--- config.mk ---
export PLATFORM = sky130hd
export DESIGN_NAME = tcc_ctrl
export DESIGN_NICKNAME = d
export VERILOG_FILES = /design/src/hw/rtl/tcc_pkg.sv /design/src/hw/rtl/tcc_ctrl.sv
export SDC_FILE = /design/constraint.sdc
export NUM_CORES = 1
export LEC_CHECK = 0
export BUFFER_PORTS_ARGS = -buffer_cell sky130_fd_sc_hd__buf_2
export CAP_MARGIN = 20
export CORE_AREA = 2 2 39 41
export DETAILED_ROUTE_END_ITERATION = 8
export DIE_AREA = 0 0 41 43
export MAX_ROUTING_LAYER = met4
export SLEW_MARGIN = 20
export SYNTH_ARGS = -nofsm -noshare
export SYNTH_HDL_FRONTEND = slang
export SYNTH_SLANG_ARGS = --single-unit
--- constraint.sdc ---
create_clock -name clk -period 1.4 [get_ports clk]
set_input_delay 0.07 -clock clk [delete_from_list [all_inputs] [get_ports clk]]
set_output_delay 0.07 -clock clk [all_outputs]
set_load 0.02 [all_outputs]
--- src/hw/rtl/tcc_pkg.sv ---
// Shared types and constants for the text console cursor/scroll block.
// No dependencies; every other file of the block but tcc_ram refers to it by scoped names.
`timescale 1ns / 1ps

package tcc_pkg;

  localparam int CHAR_W   = 8;
  localparam int COLOR_W  = 8;
  localparam int CELL_W   = CHAR_W + COLOR_W;
  localparam int ROW_FW   = 5;
  localparam int COL_FW   = 7;
  localparam int CFG_DW   = 32;
  localparam int CFG_AW   = 3;

  localparam logic [CHAR_W-1:0]  CODE_CR        = 8'd13;
  localparam logic [CHAR_W-1:0]  CODE_LF        = 8'd10;
  localparam logic [CHAR_W-1:0]  CODE_SPACE     = 8'd32;
  localparam logic [COLOR_W-1:0] TEXT_COLOR_RST = 8'h07;

  // Register select is paddr[2]; register 0 is text_color.
  localparam logic REG_TEXT_COLOR = 1'b0;

  localparam logic MODE_PUT  = 1'b0;
  localparam logic MODE_READ = 1'b1;

  typedef struct packed {
    logic accept;     // input transaction taken this cycle
    logic clear_wr;   // post-reset clearing sweep
    logic copy_rd;    // scroll copy, read side
    logic fill_wr;    // blank the bottom row
    logic lookup_rd;  // read the addressed cell
    logic out_load;   // load the result register
  } tcc_cmd_t;

  typedef struct packed {
    logic scroll_req;
    logic clear_last;
    logic copy_last;
    logic fill_last;
    logic out_free;
  } tcc_status_t;

endpackage

--- src/hw/rtl/tcc_ctrl.sv ---
// Controller state machine of the text console: sequences clearing, scroll
// copy/fill, cell lookup and result hand-off. Depends on tcc_pkg.
`timescale 1ns / 1ps

module tcc_ctrl (
  input  logic                 clk,
  input  logic                 rst_n,
  input  logic                 in_valid,
  output logic                 in_ready,
  input  tcc_pkg::tcc_status_t status,
  output tcc_pkg::tcc_cmd_t    cmd
);

  localparam logic [2:0] ST_CLEAR  = 3'd0;
  localparam logic [2:0] ST_IDLE   = 3'd1;
  localparam logic [2:0] ST_COPY   = 3'd2;
  localparam logic [2:0] ST_DRAIN  = 3'd3;
  localparam logic [2:0] ST_FILL   = 3'd4;
  localparam logic [2:0] ST_LOOKUP = 3'd5;
  localparam logic [2:0] ST_DATA   = 3'd6;

  logic [2:0] state_r;
  logic [2:0] state_nxt;

  assign in_ready = (state_r == ST_IDLE);

  always_comb begin
    cmd       = '0;
    state_nxt = state_r;
    case (state_r)
      ST_CLEAR: begin
        cmd.clear_wr = 1'b1;
        if (status.clear_last) state_nxt = ST_IDLE;
      end
      ST_IDLE: begin
        cmd.accept = in_valid;
        if (in_valid) state_nxt = status.scroll_req ? ST_COPY : ST_LOOKUP;
      end
      ST_COPY: begin
        cmd.copy_rd = 1'b1;
        if (status.copy_last) state_nxt = ST_DRAIN;
      end
      // The last copied cell is written back while nothing else uses the port.
      ST_DRAIN: begin
        state_nxt = ST_FILL;
      end
      ST_FILL: begin
        cmd.fill_wr = 1'b1;
        if (status.fill_last) state_nxt = ST_LOOKUP;
      end
      ST_LOOKUP: begin
        cmd.lookup_rd = 1'b1;
        state_nxt     = ST_DATA;
      end
      ST_DATA: begin
        cmd.out_load = status.out_free;
        if (status.out_free) state_nxt = ST_IDLE;
      end
      default: begin
        state_nxt = ST_IDLE;
      end
    endcase
  end

  always_ff @(posedge clk) begin
    if (!rst_n) begin
      state_r <= ST_CLEAR;
    end else begin
      state_r <= state_nxt;
    end
  end

endmodule

Yosys cells after proc, flatten, opt, wreduce, memory -nomap -nowiden. Cells that the tools add are included.

Equality and inequality tests: 11. Muxes and demuxes: 13. Reductions and logical operators: 2.

Operators by type and width (count): $pmux W3 S7 (1); $mux W3 (6); $ne A2 B2 Y1 const B (5); $eq A3 B3 Y1 const B (3); $eq A3 B2 Y1 const B (2); $mux W1 (6); $reduce_and A5 Y1 (1); $eq A3 B1 Y1 const B (1); $logic_not A3 Y1 (1).

Flip-flop bits (word level): 3. Input port bits: 8. Output and inout bits: 7. Word-level logic and storage cells: 27.

Depth between registers and ports, before layout. Gate-level depths: netlist of the first run.

Depth in word-level cells: 3. Mapped depth: 7. Depth with buffers taken out: 6.

Worst setup path after synthesis of the first run. No wires, ideal clock.

Path kind: flip-flop to flip-flop. From: register state_r[1]. To: register state_r[0]. Setup time: 129 ps. Arrival: 1340 ps. Data required time: 1271 ps. Setup slack: -69 ps. Cell stages (with the launch flop): 6. Path buffers: 1. Period minus slack after synthesis: 1469 ps. Cells stage by stage: dfxtp_1 -> buf_4 -> nand2b_1 -> nor2_1 -> and2_1 -> a211oi_1.

Longest elaborated chain between the ends: 3. Elaborated cells between the ends (all ways): 14. Classes of those cells: eq/ne (11); mux (1); reduce/logical (2).

Ends and longest elaborated chain: start: declaration (line tcc_ctrl.sv:22) `logic [2:0] state_r;`; start signal: assignment (line tcc_ctrl.sv:69) `state_r <= state_nxt;`; $eq A3 B1 Y1 (*); named net in_ready (line tcc_ctrl.sv:9) `output logic in_ready,`; $ne A2 B2 Y1 (no line); $reduce_and A5 Y1 (no line).

The timed path passes the listed nets; every way through them passes the cells marked *. A chain may end at the register's enable or synchronous reset.

Final worst setup path of the first run.
From: register state_r[1]. To: register state_r[1].

Longest elaborated chain between the ends: 3. Elaborated cells between the ends (all ways): 14. Classes of those cells: eq/ne (11); mux (1); reduce/logical (2).

Ends and longest elaborated chain: $eq A3 B2 Y1 (tied with other cells) (line tcc_ctrl.sv:30) `case (state_r)`; $ne A2 B2 Y1 (no line); $reduce_and A5 Y1 (no line).

Several ways; a longest one is shown, not always the timed one.

==> results.ini, run 1 <==
[critical_path]
critPathKind=register to register
startpoint=state_r[1]
cp_max_fo=4
r2r_slack_ns=0.02
r2r_end=state_r[1]
critPathArrivalTime_ns=1.47
cp.required_ns=1.49
start_kind=register
r2r_cells=4
crit_path_end_kind=register
rr_startpoint=state_r[1]

[yosys]
syn_inst=41
synth_top_area_share_pct=17.4
ys_types=27
netlist_area_um2=345
synth_top_cells_by_area=dfxtp_1 (17%), mux2_1 (6.5%), mux2i_1 (5.8%)
synth-main-ff-cell=dfxtp_1
synth-seq-cells=3
avgSynthCellArea_um2=8.42
yosysTopAreaCell=dfxtp_1
synth-edff-count=0
ys_seq_area_share_pct=17.4
yosys_warnings=0
synthesis.nets=50
synthArstFlopShare_pct=0
yosys-top-cells-count=a21oi_1 (3), dfxtp_1 (3), nor2_1 (3), nor3_1 (3)

[power_and_ir_drop]
fin_total_pwr_mw=1.11
p_sw_mw=0.499
p_leak_nw=0.231
p_int_mw=0.613
p_per_area_nw_per_um2=2150
pwr-share-clk_pct=13.0
sw_frac_of_total_pct=44.9
pwr-share-comb_pct=70.2
p_seq_share_pct=16.9
vdd_drop_max_mv=0.585

[timing]
maxSlewViolCount=0
min_period_over_period_pct=98.4
fin_crit_ns=1.38
slew_headroom_pct=82.9
hold_violations=0
finalSetupViolations=0
fin_ws_ns=0.0220
tightest_slew_ns=0.252
max_freq_ghz=0.726
rsz0062_at_grt=yes
fin_skew_ns=0.000263

[cells_and_area]
final_area_um2=518
largest_register_ffs=3
syn_to_final_growth_pct=50.0
top_register=state_r
fin_nets=72
nFillCells=152
multi_input_area_um2=269
final_cells=78
register_area_um2=66.3
layout-drive-gt1-share_pct=62.9
reg_top3=state_r (3)
antenna_cells=0

[routing]
first_pass_iters=1
vias=389
wl_um=920
drc=0
routed_via_density=4.99
post_drt_wl_per_cell_um=11.8
drt-initial-drc-count=0
antenna_left=0

[clock_network]
numCtsBuffers=3
cts_tree=done
numClockSinks=3
cts.htree.levels=1
clkTransAtPathRegs_ns=0.03
insertion_delay_ns=0.22
cts_root_buf=clkbuf_4
cts_buffer_depth=2
ctsHoldBuffers=0

[grt]
grt_max_degree=9
grt_first_pass_wirelength_mm=1.49
grt_pass1_vias=388
globalRouteOverflowTotal=0
antenna_found_initial=0
grtUsageMet2_pct=22.2
grt_usage_pct=12.6
grt.busiest_layer=met2
grtUsageMet1_pct=12.8
met3_usage_pct=1.57

[floorplanning]
die_w_um=41
initial_core_util_pct=25.0
fp.dieH_um=43
io_pins=15
rows=14
dieArea_um2=1760
core_um2=1380

[hold_path]
hp-class=input pin to register
hold_start=status[4]
hold_depth=2
min_to=state_r[0]

[placement]
dpl_cell_area_um2=465
dpl.hpwl_um=742
numPortBuffers=14
place.gp.congestion=0.764
pre_cts_slack_ns=-0.0612
dp.cells=74

[status]
status=completed

[job]
drv_cap=0

[cells by family (layout without fill, tap and decap cells)]
| family | after synthesis | in the layout | share of synthesized area [%] |
|---|---|---|---|
| multiplexers | 4 | 4 | 12.3 |
| XOR/XNOR | 1 | 1 | 2.54 |
| buffers and inverters | 7 | 28 | 13.0 |
| flip-flops | 3 | 3 | 17.4 |
| AO/OA/AOI/OAI | 11 | 11 | 25.7 |
| AND/OR/NAND/NOR | 14 | 14 | 25.4 |
| adder cells (fa/ha/maj) | 1 | 1 | 3.62 |
[critical path: stages, from the launching register on]
cell and delay [ns]:
dfxtp_4 0.35, mux2_1 0.32, or3_4 0.36, a21oi_2 0.14, a311oi_2 0.06
[routing by layer]
| layer | wire [um] | up-vias |
|---|---|---|
| met2 | 491 | 11 |
| met5 | 0 | - |
| met3 | 48 | 0 |
| met1 | 380 | 185 |
| met4 | 0 | 0 |
| li1 | - | 193 |
[through the flow]
step	utilization (%)	hold WS, ns	TNS, ns
floorplan	-	0.164	0
global placement	33.6	0.328	0
detailed placement	33.6	0.320	-0.0615
CTS	36.2	0.0730	0
global route	37.4	0.0791	-0.0210
finish	37.4	0.0733	0
[worst max path at each step]
stage	to	slack [ns]	cells past startpoint
after floorplan	state_r[1]	0.03	5
after global placement	state_r[1]	0.008	4
after detailed placement	state_r[1]	-0.06	4
after CTS	state_r[1]	0.003	5
after global routing	state_r[1]	-0.02	4
final	state_r[1]	0.02	4
[power by group through the flow]
stage | Clock [mW] | Sequential (mW) | Combinational, mW
floorplan | 0 | 0.148 | 0.577
global placement | 0 | 0.171 | 0.721
detailed placement | 0 | 0.172 | 0.723
CTS | 0.152 | 0.178 | 0.745
global route | 0.153 | 0.195 | 0.850
finish | 0.144 | 0.187 | 0.780
[placed cells by master, fill, tap and decap left out]
| master | count |
|---|---|
| mux2_1 | 2 |
| mux2i_1 | 2 |
| o21ai_0 | 1 |
| nand2b_4 | 1 |
| inv_2 | 3 |
| o311ai_1 | 1 |
| nand3_1 | 1 |
| xnor2_1 | 1 |
| nor3_2 | 1 |
| nor4b_2 | 1 |
| buf_2 | 13 |
| a21oi_2 | 1 |
| a31oi_2 | 1 |
| a22oi_1 | 1 |
| dfxtp_2 | 2 |
| a22o_1 | 1 |
| inv_1 | 1 |
| ha_4 | 1 |
| nor3_1 | 3 |
| clkbuf_1 | 1 |
| a211oi_1 | 1 |
| and2_4 | 1 |
| or3_4 | 1 |
| nor2_1 | 2 |
| a311oi_2 | 1 |
| nor2_2 | 1 |
| a21oi_1 | 2 |
| clkbuf_4 | 3 |
| a2bb2oi_1 | 1 |
| dfxtp_4 | 1 |
| nand2_1 | 2 |
| buf_6 | 1 |
| buf_4 | 6 |
[area by class of cell]
| class | instances | share of cell area [%] |
|---|---|---|
| clock buffer | 4 | 5.07 |
| inverter | 4 | 2.90 |
| multi-input combinational | 31 | 51.9 |
| sequential | 3 | 12.8 |
| tap | 16 | 3.86 |
| timing repair buffer | 20 | 23.4 |
[what timing repair did]
| item | CTS | global route |
|---|---|---|
| endpoints found under the setup margin | 3 | 3 |
| resized for setup | 4 | 5 |
| pin swaps | 0 | 1 |
| buffers inserted | 0 | 0 |
Power figures use the tool's default switching activity.
==> run 2: changes to the inputs <==
--- a/config.mk
+++ b/config.mk
@@ -8,6 +8,7 @@
 export BUFFER_PORTS_ARGS = -buffer_cell sky130_fd_sc_hd__buf_2
 export CAP_MARGIN = 20
 export CORE_AREA = 2 2 39 41
+export CTS_BUF_LIST = sky130_fd_sc_hd__clkbuf_4 sky130_fd_sc_hd__clkbuf_8
 export DETAILED_ROUTE_END_ITERATION = 8
 export DIE_AREA = 0 0 41 43
 export MAX_ROUTING_LAYER = met4
==> run 2 against run 1 <==
  * Sequential power hardly changed
  * Critical path depth stayed put
  * Fmax is 1.0% higher
  * Global-route usage is 0.21 points higher
  * Worst setup slack better by 0.014 ns
  * Final cell count stayed put
  * Clock-buffer cell count stayed put
  * Power is 3.9% higher
  * Combinational power is 3.3% higher
  * Final area is 1.7% higher
==> results.ini, run 2 (synthesized netlist as in run 1, its figures left out) <==
[clock_network]
cts.htree.levels=1
numClockSinks=3
clkTransAtPathRegs_ns=0.04
numCtsBuffers=3
cts_tree=done
cts_root_buf=clkbuf_4
ctsHoldBuffers=0
insertion_delay_ns=0.23
cts_buffer_depth=2

[timing]
slew_headroom_pct=82.7
tightest_slew_ns=0.255
fin_tns_setup_ns=0
finalSetupViolations=0
rsz0062_at_grt=yes
fin_ws_ns=0.0358
maxSlewViolCount=0
fin_skew_ns=0.000485
fin_crit_ns=1.36
max_freq_ghz=0.733
min_period_over_period_pct=97.4
hold_violations=0

[routing]
vias=382
wl_um=981
drt-initial-drc-count=1
post_drt_wl_per_cell_um=12.6
drc=0
routed_via_density=4.90
first_pass_iters=3
antenna_left=0

[critical_path]
start_kind=register
critPathKind=register to register
critPathArrivalTime_ns=1.45
cp.required_ns=1.49
crit_path_end_kind=register
cp_max_fo=4

[grt]
grt_pass1_vias=390
grt_usage_pct=12.8
globalRouteOverflowTotal=0
grt_max_degree=9
grt_first_pass_wirelength_mm=1.50
antenna_found_initial=0

[cells_and_area]
layout-drive-gt1-share_pct=66.1
largest_register_ffs=3
top_register=state_r
fin_nets=72
most-common-layout-cells=buf_2 (13), buf_4 (6), clkbuf_4 (4)
antenna_cells=0
final_common_cell=buf_2
nFillCells=149
syn_to_final_growth_pct=52.5
reg_top3=state_r (3)

[power_and_ir_drop]
p_per_area_nw_per_um2=2190
vdd_drop_max_mv=0.601
p_leak_nw=0.237

[job]
drv_cap=0

[floorplanning]
fp.dieH_um=43
core_um2=1380
initial_core_util_pct=25.0
dieArea_um2=1760
die_w_um=41
io_pins=15
rows=14

[status]
status=completed

[placement]
place.gp.congestion=0.764
pre_cts_slack_ns=-0.0612
numPortBuffers=14
dpl.hpwl_um=742

[hold_path]
hp-class=input pin to register

run 2: changes by cell type in the layout (fill, tap and decap cells not counted):
cell and change:
and2_4 -1, and2_1 +1, mux2_1 -1, dfxtp_4 -1, mux2_4 +1, clkbuf_4 +1
a2bb2oi_1 -1, a2bb2oi_2 +1, clkbuf_1 -1, dfxtp_2 +1
run 2: routing by layer:
metal | global-route usage, % | vias up | share of wire (%)
met1 | 12.8 | 180 | 43
met3 | 3.14 | 0 | 4.6
met5 | - | - | 0
li1 | - | 191 | -
met2 | 21.9 | 11 | 53
met4 | 6.00 | 0 | 0
run 2: worst paths after layout:
kind	startpoint	endpoint	slack (ns)	depth (start not counted)
setup / recovery	state_r[1]	state_r[1]	0.04	4
hold / removal	status[4]	state_r[0]	0.07	2
setup reg to reg	state_r[1]	state_r[1]	0.04	4
hold reg to reg	state_r[0]	state_r[2]	0.65	2
run 2: where the power goes:
part | total [mW] | leakage (nW) | switching (mW) | internal [mW]
logic | 0.806 | 0.193 | 0.420 | 0.385
registers | 0.184 | 0.0258 | 0.0574 | 0.127
clock network | 0.165 | 0.0184 | 0.0397 | 0.126
total | 1.16 | 0.237 | 0.518 | 0.638
run 2: cell type report:
cell class	count	area (um2)	share of cell area [%]
clock buffers	4	30.0	5.70
inverters	4	15.0	2.85
multi-input cells	31	277	52.5
flip-flops and latches	3	63.8	12.1
well taps	16	20.0	3.80
repair buffers	20	121	23.0
run 2: metrics by stage:
step	power, mW	hold WS [ns]	instances	cell area (um2)	util, %
3_5_place_dp	0.896	0.320	74	465	33.6
5_1_grt	1.24	0.0736	78	527	38.1
3_3_place_gp	0.893	0.328	74	465	33.6
6_report	1.16	0.0725	78	527	38.1
2_1_floorplan	0.724	0.164	41	364	-
4_1_cts	1.09	0.0759	78	504	36.4
run 2: worst max-delay path: stages (launching register included):
cell	delay, ns
dfxtp_2	0.36
mux2_4	0.30
or3_4	0.36
a21oi_2	0.14
a311oi_2	0.06
run 2: timing repair:
item | in CTS | in global routing
setup endpoints to repair | 3 | 3
buffers inserted | 0 | 0
pin swaps | 0 | 1
gates resized for setup | 4 | 5
==> run 3: changes to the inputs <==
--- a/config.mk
+++ b/config.mk
@@ -7,11 +7,13 @@
 export LEC_CHECK = 0
 export BUFFER_PORTS_ARGS = -buffer_cell sky130_fd_sc_hd__buf_2
 export CAP_MARGIN = 20
-export CORE_AREA = 2 2 39 41
+export CELL_PAD_IN_SITES_DETAIL_PLACEMENT = 1
+export CELL_PAD_IN_SITES_GLOBAL_PLACEMENT = 2
+export CORE_UTILIZATION = 23
 export CTS_BUF_LIST = sky130_fd_sc_hd__clkbuf_4 sky130_fd_sc_hd__clkbuf_8
 export DETAILED_ROUTE_END_ITERATION = 8
-export DIE_AREA = 0 0 41 43
 export MAX_ROUTING_LAYER = met4
+export PLACE_DENSITY_LB_ADDON = 0.1
 export SLEW_MARGIN = 20
 export SYNTH_ARGS = -nofsm -noshare
 export SYNTH_HDL_FRONTEND = slang
==> run 3 against run 2 <==
  * Sequential share of layout area rose by 0.74 points
  * Via count is 0.79% lower
  * Combinational power rose by 0.9%
  * Routed wire length grew 14%
  * Sequential power grew 10%
  * Worst setup slack lost 0.00073 ns
  * Clock-buffer cell count unchanged
  * Final cell count down 1.3%
  * Non-clock buffer count stayed put
  * Critical endpoint unchanged
  * Highest routed layer unchanged
==> results.ini, run 3 (synthesized netlist as in run 1, its figures left out) <==
[critical_path]
start_kind=register
critPathArrivalTime_ns=1.47
cp.required_ns=1.50
rr_startpoint=state_r[1]
startpoint=state_r[1]
critPathKind=register to register
cp_max_fo=4
crit_path_end_kind=register

[routing]
vias=379
post_drt_wl_per_cell_um=14.6
antenna_left=0
first_pass_iters=1
drt-initial-drc-count=0
drc=0
routed_via_density=4.92
wl_mm=1.12

[timing]
fin_crit_ns=1.36
slew_headroom_pct=81.7
fin_skew_ns=0.000333
tightest_slew_ns=0.274
min_period_over_period_pct=97.5
rsz0062_at_grt=no
maxSlewViolCount=0
finalSetupViolations=0
max_freq_ghz=0.733
hold_violations=0
fin_ws_ns=0.0351

[grt]
grt_first_pass_wirelength_mm=1.79
antenna_found_initial=0
grt_pass1_vias=398
grt_usage_pct=17.6
globalRouteOverflowTotal=0
grt_max_degree=9

[clock_network]
numCtsBuffers=3
numClockSinks=3
clkTransAtPathRegs_ns=0.04
cts_root_buf=clkbuf_4
cts_setup_buffers=0
cts.htree.levels=1
cts_buffer_depth=2
ctsHoldBuffers=0
cts_tree=done
insertion_delay_ns=0.23

[cells_and_area]
final_area_um2=536
register_area_um2=68.8
final_common_cell=buf_2
nFillCells=173
multi_input_area_um2=285
fin_nets=72
syn_to_final_growth_pct=55.1
final_cells=77
layout-drive-gt1-share_pct=67.7
largest_register_ffs=3
most-common-layout-cells=buf_2 (13), buf_4 (7), clkbuf_4 (4)
antenna_cells=0
reg_top3=state_r (3)
top_register=state_r

[floorplanning]
fp.dieH_um=40.8
initial_core_util_pct=25.6
core_um2=1350
die_w_um=40.8
dieArea_um2=1660
rows=13
io_pins=15

[placement]
dp.cells=73
numPortBuffers=14
pre_cts_slack_ns=-0.0534
place.gp.congestion=0.765
dpl_cell_area_um2=464
dpl.hpwl_um=898

[hold_path]
hold_start=status[4]
hp-class=input pin to register

[job]
drv_cap=0

[power_and_ir_drop]
p_leak_nw=0.240
vdd_drop_max_mv=0.771
p_per_area_nw_per_um2=2220

[status]
status=completed

-- run 3: cell counts in the layout (fill, tap and decap cells not counted) --
No cell type changed its count.
-- run 3: layer usage --
| layer | routed length (um) | vias to the layer above | GRT usage [%] | share of wire (%) |
|---|---|---|---|---|
| met2 | 542 | 11 | 31.0 | 48 |
| met3 | 71 | 0 | 9.78 | 6.3 |
| met1 | 509 | 175 | 18.1 | 45 |
| met4 | 0 | 0 | 0 | 0 |
| met5 | 0 | - | - | 0 |
| li1 | - | 193 | - | - |
-- run 3: worst max-delay path: stages (launching register included) --
cell      delay, ns
dfxtp_4        0.36
mux2_4         0.30
or3_4          0.37
a21oi_2        0.15
a311oi_2       0.06
-- run 3: layout make-up --
| cell class | instances | area share (%) |
|---|---|---|
| well taps | 15 | 3.50 |
| flip-flops and latches | 3 | 12.9 |
| multi-input cells | 31 | 53.3 |
| clock buffers | 4 | 5.61 |
| inverters | 4 | 2.80 |
| repair buffers | 20 | 22.0 |
-- run 3: power by group --
part	switching (mW)	leakage (nW)	internal [mW]	total, mW
combinational	0.422	0.196	0.391	0.813
clock	0.0465	0.0184	0.126	0.173
sequential	0.0664	0.0264	0.137	0.203
total	0.535	0.240	0.655	1.19
-- run 3: stage by stage --
step | setup TNS (ns) | hold WS, ns | total power, mW | util [%]
after floorplan | 0 | 0.164 | 0.724 | -
after global placement | 0 | 0.295 | 0.899 | 34.4
after detailed placement | -0.0874 | 0.309 | 0.925 | 34.4
after CTS | 0 | 0.0455 | 1.16 | 38.0
after global routing | 0 | 0.0368 | 1.29 | 39.7
final | 0 | 0.0542 | 1.19 | 39.7
-- run 3: worst paths after layout --
check	end	slack (ns)	cells past startpoint
setup / recovery	state_r[1]	0.04	4
hold / removal	state_r[0]	0.05	2
setup reg to reg	state_r[1]	0.04	4
hold reg to reg	state_r[2]	0.67	2
-- run 3: what timing repair did --
item | in CTS | in global routing
gates resized for setup | 6 | 6
pin swaps | 1 | 0
setup endpoints to repair | 5 | 4
